$ cat config.mk
export PLATFORM = sky130hd
export DESIGN_NAME = mandelbrot_escape_time
export DESIGN_NICKNAME = d
export VERILOG_FILES = /design/src/design/mbet_pkg.sv /design/src/design/mbet_isqrt.sv /design/src/design/mandelbrot_escape_time.sv
export SDC_FILE = /design/constraint.sdc
export NUM_CORES = 2
export LEC_CHECK = 0
export ABC_AREA = 0
export BUFFER_PORTS_ARGS = -buffer_cell sky130_fd_sc_hd__buf_2
export CORE_UTILIZATION = 35
export DETAILED_ROUTE_END_ITERATION = 10
export PLACE_DENSITY = 0.58
export REMOVE_ABC_BUFFERS = 1
export SYNTH_ARGS = -nofsm -noshare
export SYNTH_HDL_FRONTEND = slang
export SYNTH_HIERARCHICAL = 1
export SYNTH_SLANG_ARGS = --single-unit
export TNS_END_PERCENT = 5
$ cat constraint.sdc
create_clock -name clk -period 13.82 [get_ports clk]
set_input_delay 0 -clock clk [delete_from_list [all_inputs] [get_ports clk]]
set_output_delay 0 -clock clk [all_outputs]
set_load 0.03 [all_outputs]
$ cat src/design/mbet_pkg.sv
`default_nettype none
package mbet_pkg;
    localparam int DATA_W = 32;
    localparam int PROD_W = 64;

    // Register word indices (taken from paddr[4:2]).
    localparam logic [2:0] REG_OFFSET_RE = 3'd0;
    localparam logic [2:0] REG_OFFSET_IM = 3'd1;
    localparam logic [2:0] REG_MAX_ROUNDS = 3'd2;
    localparam logic [2:0] REG_EXPONENT = 3'd3;
    localparam logic [2:0] REG_CONJUGATE = 3'd4;

    function automatic logic signed [DATA_W-1:0] sat_add(
        input logic signed [DATA_W-1:0] a,
        input logic signed [DATA_W-1:0] b
    );
        logic signed [DATA_W:0] s;
        begin
            s = {a[DATA_W-1], a} + {b[DATA_W-1], b};
            if (s[DATA_W] != s[DATA_W-1])
                sat_add = s[DATA_W] ? {1'b1, {(DATA_W-1){1'b0}}}
                                    : {1'b0, {(DATA_W-1){1'b1}}};
            else
                sat_add = s[DATA_W-1:0];
        end
    endfunction
endpackage
`default_nettype wire

$ cat src/design/mbet_isqrt.sv
`default_nettype none
// Restoring square root, one result bit per cycle.
module mbet_isqrt (
    input  wire logic        clk,
    input  wire logic        rst_n,
    input  wire logic        start,
    input  wire logic [63:0] radicand,
    output logic             done,
    output logic [31:0]      root
);
    logic [63:0] rad_reg, rad_next;
    logic [33:0] rem_reg, rem_next;
    logic [31:0] res_reg, res_next;
    logic [5:0]  cnt_reg, cnt_next;
    logic        busy_reg, busy_next;
    logic        done_reg, done_next;
    logic [35:0] trial;
    logic [35:0] part;

    always_comb
    begin
        rad_next = rad_reg;
        rem_next = rem_reg;
        res_next = res_reg;
        cnt_next = cnt_reg;
        busy_next = busy_reg;
        done_next = 1'b0;
        // The remainder takes the next two radicand bits each step.
        part = {rem_reg, rad_reg[63:62]};
        trial = {2'b00, res_reg, 2'b01};
        if (start)
        begin
            rad_next = radicand;
            rem_next = 34'd0;
            res_next = 32'd0;
            cnt_next = 6'd0;
            busy_next = 1'b1;
        end
        else if (busy_reg)
        begin
            if (part >= trial)
            begin
                rem_next = 34'(part - trial);
                res_next = {res_reg[30:0], 1'b1};
            end
            else
            begin
                rem_next = part[33:0];
                res_next = {res_reg[30:0], 1'b0};
            end
            rad_next = {rad_reg[61:0], 2'b00};
            cnt_next = cnt_reg + 6'd1;
            if (cnt_reg == 6'd31)
            begin
                busy_next = 1'b0;
                done_next = 1'b1;
            end
        end
    end

    always_ff @(posedge clk or negedge rst_n)
    begin
        if (!rst_n)
        begin
            busy_reg <= 1'b0;
            done_reg <= 1'b0;
            cnt_reg <= 6'd0;
        end
        else
        begin
            busy_reg <= busy_next;
            done_reg <= done_next;
            cnt_reg <= cnt_next;
        end
    end

    always_ff @(posedge clk)
    begin
        rad_reg <= rad_next;
        rem_reg <= rem_next;
        res_reg <= res_next;
    end

    assign done = done_reg;
    assign root = res_reg;
endmodule
`default_nettype wire

$ cat src/design/mandelbrot_escape_time.sv
// One point at a time on the one shared 32x32 multiplier and the 32-step root: in_ready
//   is high only while the sequencer is idle, so a new point is taken only once the last
//   one has left the sequencer.
// A finished result waits in the output register while the next point is already taken.
// Reset (rst_n, asynchronous, low): offset 0, max_rounds 30, exponent 2, conjugate 0, idle.
`default_nettype none
module mandelbrot_escape_time #(
    parameter int FRAC_BITS    = 22,
    parameter int MAX_EXPONENT = 8,
    parameter int ROUND_BITS   = 16
) (
    input  wire logic        clk,
    input  wire logic        rst_n,
    input  wire logic        psel,
    input  wire logic        penable,
    input  wire logic        pwrite,
    input  wire logic [4:0]  paddr,
    input  wire logic [31:0] pwdata,
    output logic [31:0]      prdata,
    output logic             pready,
    input  wire logic        in_valid,
    output logic             in_ready,
    input  wire logic signed [31:0] point_re,
    input  wire logic signed [31:0] point_im,
    output logic             out_valid,
    input  wire logic        out_ready,
    output logic             in_set,
    output logic [15:0]      rounds_done,
    output logic [31:0]      final_modulus
);
    localparam int EXP_W = $clog2(MAX_EXPONENT + 1);
    // A shifted product of two Q values needs 64 - FRAC_BITS bits signed.
    localparam int TERM_W = 64 - FRAC_BITS;
    localparam int SUM_W  = TERM_W + 1;

    typedef enum logic [3:0] {
        S_IDLE, S_INIT, S_CONJ, S_MAG_A, S_MAG_B, S_MAG_CMP, S_P_SETUP,
        S_MUL, S_ADDC, S_FMAG_A, S_FMAG_B, S_FMAG_SUM, S_SQRT_GO, S_SQRT_WAIT, S_OUT
    } state_t;

    // Configuration registers.
    logic signed [31:0] off_re_reg, off_im_reg;
    logic [15:0] max_rounds_reg;
    logic [3:0]  exponent_reg;
    logic        conj_reg;
    logic        wr_en;

    assign pready = 1'b1;
    assign wr_en = psel && penable && pwrite;

    always_ff @(posedge clk or negedge rst_n)
    begin
        if (!rst_n)
        begin
            off_re_reg <= '0;
            off_im_reg <= '0;
            max_rounds_reg <= 16'd30;
            exponent_reg <= 4'd2;
            conj_reg <= 1'b0;
        end
        else if (wr_en)
        begin
            case (paddr[4:2])
                mbet_pkg::REG_OFFSET_RE: off_re_reg <= pwdata;
                mbet_pkg::REG_OFFSET_IM: off_im_reg <= pwdata;
                mbet_pkg::REG_MAX_ROUNDS: max_rounds_reg <= pwdata[15:0];
                mbet_pkg::REG_EXPONENT: exponent_reg <= pwdata[3:0];
                mbet_pkg::REG_CONJUGATE: conj_reg <= pwdata[0];
                default: ;
            endcase
        end
    end

    always_comb
    begin
        case (paddr[4:2])
            mbet_pkg::REG_OFFSET_RE: prdata = off_re_reg;
            mbet_pkg::REG_OFFSET_IM: prdata = off_im_reg;
            mbet_pkg::REG_MAX_ROUNDS: prdata = {16'd0, max_rounds_reg};
            mbet_pkg::REG_EXPONENT: prdata = {28'd0, exponent_reg};
            mbet_pkg::REG_CONJUGATE: prdata = {31'd0, conj_reg};
            default: prdata = 32'd0;
        endcase
    end

    // Datapath registers.
    state_t state_reg;
    logic signed [31:0] cre_reg, cim_reg, zre_reg, zim_reg, pre_reg, pim_reg;
    logic signed [63:0] acc_reg;    // |z|^2 accumulator
    logic signed [TERM_W-1:0] ac_s_reg, bd_s_reg, ad_s_reg;
    logic [1:0]  mstep_reg;
    logic [EXP_W-1:0] kcnt_reg, e_reg;
    logic [ROUND_BITS-1:0] n_reg, limit_reg;
    logic        inside_reg;
    logic        out_valid_reg;
    logic [15:0] rounds_out_reg;
    logic        in_set_out_reg;
    logic [31:0] mod_out_reg;

    // The one shared multiplier; product registered.
    logic signed [31:0] mul_a, mul_b;
    logic signed [63:0] prod_reg;
    logic signed [63:0] prod_sh;
    logic signed [TERM_W-1:0] term_sh;

    always_ff @(posedge clk)
    begin
        prod_reg <= mul_a * mul_b;
    end
    assign prod_sh = prod_reg >>> FRAC_BITS;
    assign term_sh = prod_sh[TERM_W-1:0];

    // Operand select: S_MAG_A/FMAG_A use zre^2, _B zim^2, S_MUL steps 0..3.
    always_comb
    begin
        mul_a = zre_reg;
        mul_b = zre_reg;
        case (state_reg)
            S_MAG_B, S_FMAG_B:
            begin
                mul_a = zim_reg;
                mul_b = zim_reg;
            end
            S_MUL:
            begin
                case (mstep_reg)
                    2'd0: begin mul_a = pre_reg; mul_b = zre_reg; end
                    2'd1: begin mul_a = pim_reg; mul_b = zim_reg; end
                    2'd2: begin mul_a = pre_reg; mul_b = zim_reg; end
                    default: begin mul_a = pim_reg; mul_b = zre_reg; end
                endcase
            end
            default: ;
        endcase
    end

    function automatic logic signed [31:0] sat_term(input logic signed [SUM_W-1:0] v);
        if (!v[SUM_W-1] && (|v[SUM_W-2:31]))
            sat_term = 32'sh7FFFFFFF;
        else if (v[SUM_W-1] && !(&v[SUM_W-2:31]))
            sat_term = 32'sh80000000;
        else
            sat_term = v[31:0];
    endfunction

    logic        sq_start, sq_done;
    logic [31:0] sq_root;
    logic [63:0] thresh;
    assign thresh = 64'd4 << (2 * FRAC_BITS);

    mbet_isqrt u_isqrt (
        .clk(clk), .rst_n(rst_n), .start(sq_start),
        .radicand(acc_reg), .done(sq_done), .root(sq_root)
    );
    assign sq_start = (state_reg == S_SQRT_GO);

    // The product is registered: each multiply step issues its operands, and the
    // product is captured from the register in the next cycle.
    logic cap_reg;

    always_ff @(posedge clk or negedge rst_n)
    begin
        if (!rst_n)
        begin
            state_reg <= S_IDLE;
            out_valid_reg <= 1'b0;
            cap_reg <= 1'b0;
            mstep_reg <= 2'd0;
        end
        else
        begin
            if (out_valid_reg && out_ready)
                out_valid_reg <= 1'b0;
            case (state_reg)
                S_IDLE:
                    if (in_valid)
                    begin
                        cre_reg <= point_re;
                        cim_reg <= point_im;
                        zre_reg <= mbet_pkg::sat_add(point_re, off_re_reg);
                        zim_reg <= mbet_pkg::sat_add(point_im, off_im_reg);
                        limit_reg <= ROUND_BITS'(max_rounds_reg);
                        e_reg <= (exponent_reg > MAX_EXPONENT) ? EXP_W'(MAX_EXPONENT)
                                                               : EXP_W'(exponent_reg);
                        n_reg <= '0;
                        inside_reg <= 1'b1;
                        state_reg <= S_INIT;
                    end
                S_INIT:
                    state_reg <= (n_reg == limit_reg) ? S_FMAG_A : S_CONJ;
                S_CONJ:
                begin
                    if (conj_reg)
                        zim_reg <= (zim_reg == 32'sh80000000) ? 32'sh7FFFFFFF : -zim_reg;
                    state_reg <= S_MAG_A;
                    cap_reg <= 1'b0;
                end
                S_MAG_A, S_FMAG_A:
                begin
                    state_reg <= (state_reg == S_MAG_A) ? S_MAG_B : S_FMAG_B;
                end
                S_MAG_B, S_FMAG_B:
                begin
                    acc_reg <= prod_reg;
                    state_reg <= (state_reg == S_MAG_B) ? S_MAG_CMP : S_FMAG_SUM;
                end
                S_MAG_CMP:
                begin
                    if (64'(acc_reg) + 64'(prod_reg) > thresh)
                    begin
                        inside_reg <= 1'b0;
                        acc_reg <= acc_reg + prod_reg;
                        state_reg <= S_SQRT_GO;
                    end
                    else
                    begin
                        pre_reg <= 32'sd1 <<< FRAC_BITS;
                        pim_reg <= '0;
                        kcnt_reg <= '0;
                        state_reg <= S_P_SETUP;
                    end
                end
                S_P_SETUP:
                begin
                    mstep_reg <= 2'd0;
                    cap_reg <= 1'b0;
                    state_reg <= (kcnt_reg == e_reg) ? S_ADDC : S_MUL;
                end
                S_MUL:
                begin
                    // Issue a step, capture it next cycle.
                    if (!cap_reg)
                        cap_reg <= 1'b1;
                    else
                    begin
                        cap_reg <= 1'b0;
                        case (mstep_reg)
                            2'd0: ac_s_reg <= term_sh;
                            2'd1: bd_s_reg <= term_sh;
                            2'd2: ad_s_reg <= term_sh;
                            default:
                            begin
                                pre_reg <= sat_term(SUM_W'(ac_s_reg) - SUM_W'(bd_s_reg));
                                pim_reg <= sat_term(SUM_W'(ad_s_reg) + SUM_W'(term_sh));
                                kcnt_reg <= kcnt_reg + 1'b1;
                            end
                        endcase
                        if (mstep_reg == 2'd3)
                            state_reg <= S_P_SETUP;
                        mstep_reg <= mstep_reg + 2'd1;
                    end
                end
                S_ADDC:
                begin
                    zre_reg <= mbet_pkg::sat_add(pre_reg, cre_reg);
                    zim_reg <= mbet_pkg::sat_add(pim_reg, cim_reg);
                    n_reg <= n_reg + 1'b1;
                    state_reg <= S_INIT;
                end
                S_FMAG_SUM:
                begin
                    acc_reg <= acc_reg + prod_reg;
                    state_reg <= S_SQRT_GO;
                end
                S_SQRT_GO:
                    state_reg <= S_SQRT_WAIT;
                S_SQRT_WAIT:
                    if (sq_done)
                        state_reg <= S_OUT;
                S_OUT:
                    // The root holds until the next start, so the result can
                    // wait here for the output register to free up.
                    if (!out_valid_reg || out_ready)
                    begin
                        mod_out_reg <= sq_root;
                        in_set_out_reg <= inside_reg;
                        rounds_out_reg <= 16'(n_reg);
                        out_valid_reg <= 1'b1;
                        state_reg <= S_IDLE;
                    end
                default: state_reg <= S_IDLE;
            endcase
        end
    end

    assign in_ready = (state_reg == S_IDLE);
    assign out_valid = out_valid_reg;
    assign in_set = in_set_out_reg;
    assign rounds_done = rounds_out_reg;
    assign final_modulus = mod_out_reg;

`ifndef SYNTHESIS
    a_busy_not_ready: assert property (@(posedge clk) disable iff (!rst_n)
        (state_reg != S_IDLE) |-> !in_ready) else $error("ready while busy");
    a_out_hold: assert property (@(posedge clk) disable iff (!rst_n)
        (out_valid && !out_ready) |=> out_valid) else $error("result dropped");
    a_rounds_bound: assert property (@(posedge clk) disable iff (!rst_n)
        (state_reg != S_IDLE) |-> (n_reg <= limit_reg)) else $error("round overrun");
`endif
endmodule
`default_nettype wire

==> insert_results.sql <==
INSERT INTO impl_metrics (metric_group, metric, value, unit) VALUES
('run_status', 'status', 'finished with violations', ''),
('run_status', 'violations', 'DRC', ''),
('sta', 'final.setup_skew', '102', 'ps'),
('clock_tree', 'worst_setup_hold_path_clk_slew', '70', 'ps'),
('die', 'num_rows', '179', ''),
('layout', 'n_fill_cell', '23600', ''),
('synth', 'synth_flop_cell', 'sky130_fd_sc_hd__edfxtp_1', ''),
('clock_tree', 'cts_resized', '0', ''),
('clock_tree', 'clkLatencyLatePin', '760', 'ps'),
('place', 'post-dp-hpwl', '239000', 'um'),
('synth', 'synthSimpleGateAreaFrac', '13.0', '%'),
('run', 'max_cap_violations', '0', ''),
('sta', 'unrepaired_setup_endpoints_after_global_routing', 'false', ''),
('die', 'chipHeight', '492', 'um'),
('layout', 'most_common_library_cell_in_the_layout_ignoring_fill_and_taps', 'sky130_fd_sc_hd__inv_1', ''),
('sta', 'timing.final.setup_violations', '0', ''),
('place', 'placed_cells', '11900', ''),
('place', 'port-buffer-count', '188', ''),
('route', 'wl_per_cell', '24.8', 'um'),
('die', 'top_level_ports', '192', ''),
('worst_setup_path', 'setup.worst_path.start_class', 'register', ''),
('route', 'ant_nets', '0', ''),
('worst_setup_path', 'crit_path_max_fanout', '50', ''),
('synth', 'synthesis.area', '84100', 'um^2'),
('worst_setup_path', 'cp_slowest_stage_delay', '980', 'ps'),
('synth', 'number_of_synthesized_flops_with_an_enable_pin', '536', ''),
('synth', 'synth-adder-area-share', '33.4', '%'),
('worst_setup_path', 'crit_type', 'reg2reg', ''),
('sta', 'timing.final.crit_share', '90.5', '%'),
('synth', 'synth_compound_gate_area_share', '13.2', '%'),
('grt', 'number_of_antenna_violations_at_the_first_check_in_global_routing', '29', ''),
('min_path', 'holdCritPathClass', 'in2reg', ''),
('clock_tree', 'cts_tree', 'yes', ''),
('grt', 'grt-ovfl-total', '0', ''),
('place', 'gp_congestion', '0.992', ''),
('route', 'route.final.wire_length', '304000', 'um'),
('grt', 'grt_start_max_net_pins', '109', ''),
('route', 'route.vias.total', '67700', ''),
('clock_tree', 'cts.htree.levels', '3', ''),
('route', 'viasPerCell', '5.53', ''),
('synth', 'postSynthCellCount', '8797', ''),
('die', 'initial_core_util', '35.3', '%'),
('route', 'detail_route.first_pass.iterations', '11', ''),
('layout', 'final_core_util', '39.3', '%'),
('sta', 'max_slew.worst_pin.slew', '1330', 'ps'),
('clock_tree', 'cts_max_path_buffers', '3', ''),
('synth', 'ys_async_sr_fraction', '13.2', '%'),
('clock_tree', 'cts.repair_timing.setup_buffer_count', '0', ''),
('synth', 'netlist-cell-type-count', '127', ''),
('sta', 'min_period', '12510', 'ps'),
('grt', 'track_usage', '25.0', '%'),
('sta', 'timing.final.hold_violations', '0', ''),
('synth', 'number_of_flip_flops_and_latches_in_the_synthesized_netlist', '767', ''),
('synth', 'largest_family_of_logic_cells_by_synthesized_area', 'adder cells', ''),
('layout', 'final_layout_size_suffix_gt1_share', '9.44', '%'),
('synth', 'synth-xor-area-share', '3.85', '%'),
('synth', 'synth-warning-count', '6', ''),
('grt', 'grt_pass1_wl', '450000', 'um'),
('layout', 'area_growth_syn_to_layout', '11.4', '%'),
('sta', 'relSlewSlack', '10.5', '%'),
('route', 'drt_drc_violations_left', '20', ''),
('grt', 'grt_pass1_vias', '68600', ''),
('clock_tree', 'clkSinkCount', '767', ''),
('sta', 'fmax', '80.0', 'MHz'),
('sta', 'fin_worst_hold_slack', '35.9', 'ps'),
('sta', 'final_total_negative_setup_slack', '0', 'ps'),
('clock_tree', 'cts_hold_buffers', '127', ''),
('layout', 'finish.net_count', '10700', ''),
('clock_tree', 'numCtsBuffers', '90', ''),
('worst_setup_path', 'crit_arrival', '13180', 'ps'),
('route', 'first_iter_violations', '6048', '');
## critical path, delay by kind of cell (launching register included)
family / cells / cell delay, ps
buffers and inverters: 8 / 2020
XOR/XNOR: 1 / 150
AND/OR/NAND/NOR: 5 / 1360
adder cells (fa/ha/maj): 9 / 4290
flip-flops: 1 / 570
AO/OA/AOI/OAI: 13 / 3980
## cell type report
cell class                      count  area [um^2]  area share (%)
Antenna cell                       13         32.5          0.0347
Clock buffer                      115         2580            2.75
Clock inverter                     54          708           0.756
Inverter                         1195         4490            4.79
Multi-Input combinational cell   6445        57100            60.9
Sequential cell                   767        21200            22.7
Tap cell                         3167         3960            4.23
Timing Repair Buffer              498         3600            3.84
## stage by stage
stage | setup slack, ps | instance area [um^2]
finish | 1310 | 93700
global route | 818 | 93700
CTS | 1470 | 93700
detailed placement | 1550 | 89100
global placement | 1600 | 89100
floorplan | -2540 | 82400
## cell families (layout without fill, tap and decap cells)
kind of cell               Yosys count  after routing
AOI/OAI and AO/OA                 1717           1717
adders and majority gates         1590           1590
other                                1             14
DFF                                767            767
xor gates and xnor gates           370            370
muxes                              306            306
buffers and inverters             1585           1862
and+or+nand+nor                   2461           2461
## synth_stat cells, drive strengths merged, types with 25 or more instances
library cell     n  area (um^2)
a211o           34          298
a211oi          73          581
a21boi          25          191
a21o           201         1510
a21oi          485         2440
a31oi           40          263
and2            54          344
and3            45          282
buf             76          409
clkbuf         313         1270
dfrtp           96         2400
dfxtp          130         2600
edfxtp         536        16100
fa            1089        21800
ha             501         6270
inv           1195         4490
mux2           184         2080
mux2i          119         1190
nand2          876         3290
nand2b          64          400
nand3           97          495
nand4           85          538
nor2           905         3400
nor2b           62          388
nor3            89          445
nor4            34          219
o211ai          33          267
o21a            62          465
o21ai          422         2140
o21bai          54          405
o31ai           61          492
or3             44          277
xnor2          225         1970
xor2           145         1270
## path summary, 6_finish.rpt
check                                   from           endpoint  depth (start not counted)  slack (ps)
max in group asynchronous              rst_n  max_rounds_reg[3]                          5       12280
min in group asynchronous              rst_n     off_im_reg[25]                          4         430
worst max-delay path            state_reg[3]       prod_reg[63]                         36        1310
worst max register to register  state_reg[3]       prod_reg[63]                         36        1310
worst min-delay path            point_im[27]        cim_reg[27]                          2          40
worst min register to register    inside_reg             in_set                          0         430
## layer usage
| layer | track usage, % | wire [um] |
|---|---|---|
| met5 | 0 | 127 |
| met3 | 6.05 | 28200 |
| met2 | 39.0 | 136000 |
| met4 | 11.0 | 15900 |
| met1 | 32.8 | 124000 |
Power is left out: the tool's default activity adds up to more than one toggle a clock period on the data nets, which glitch-free logic cannot reach.
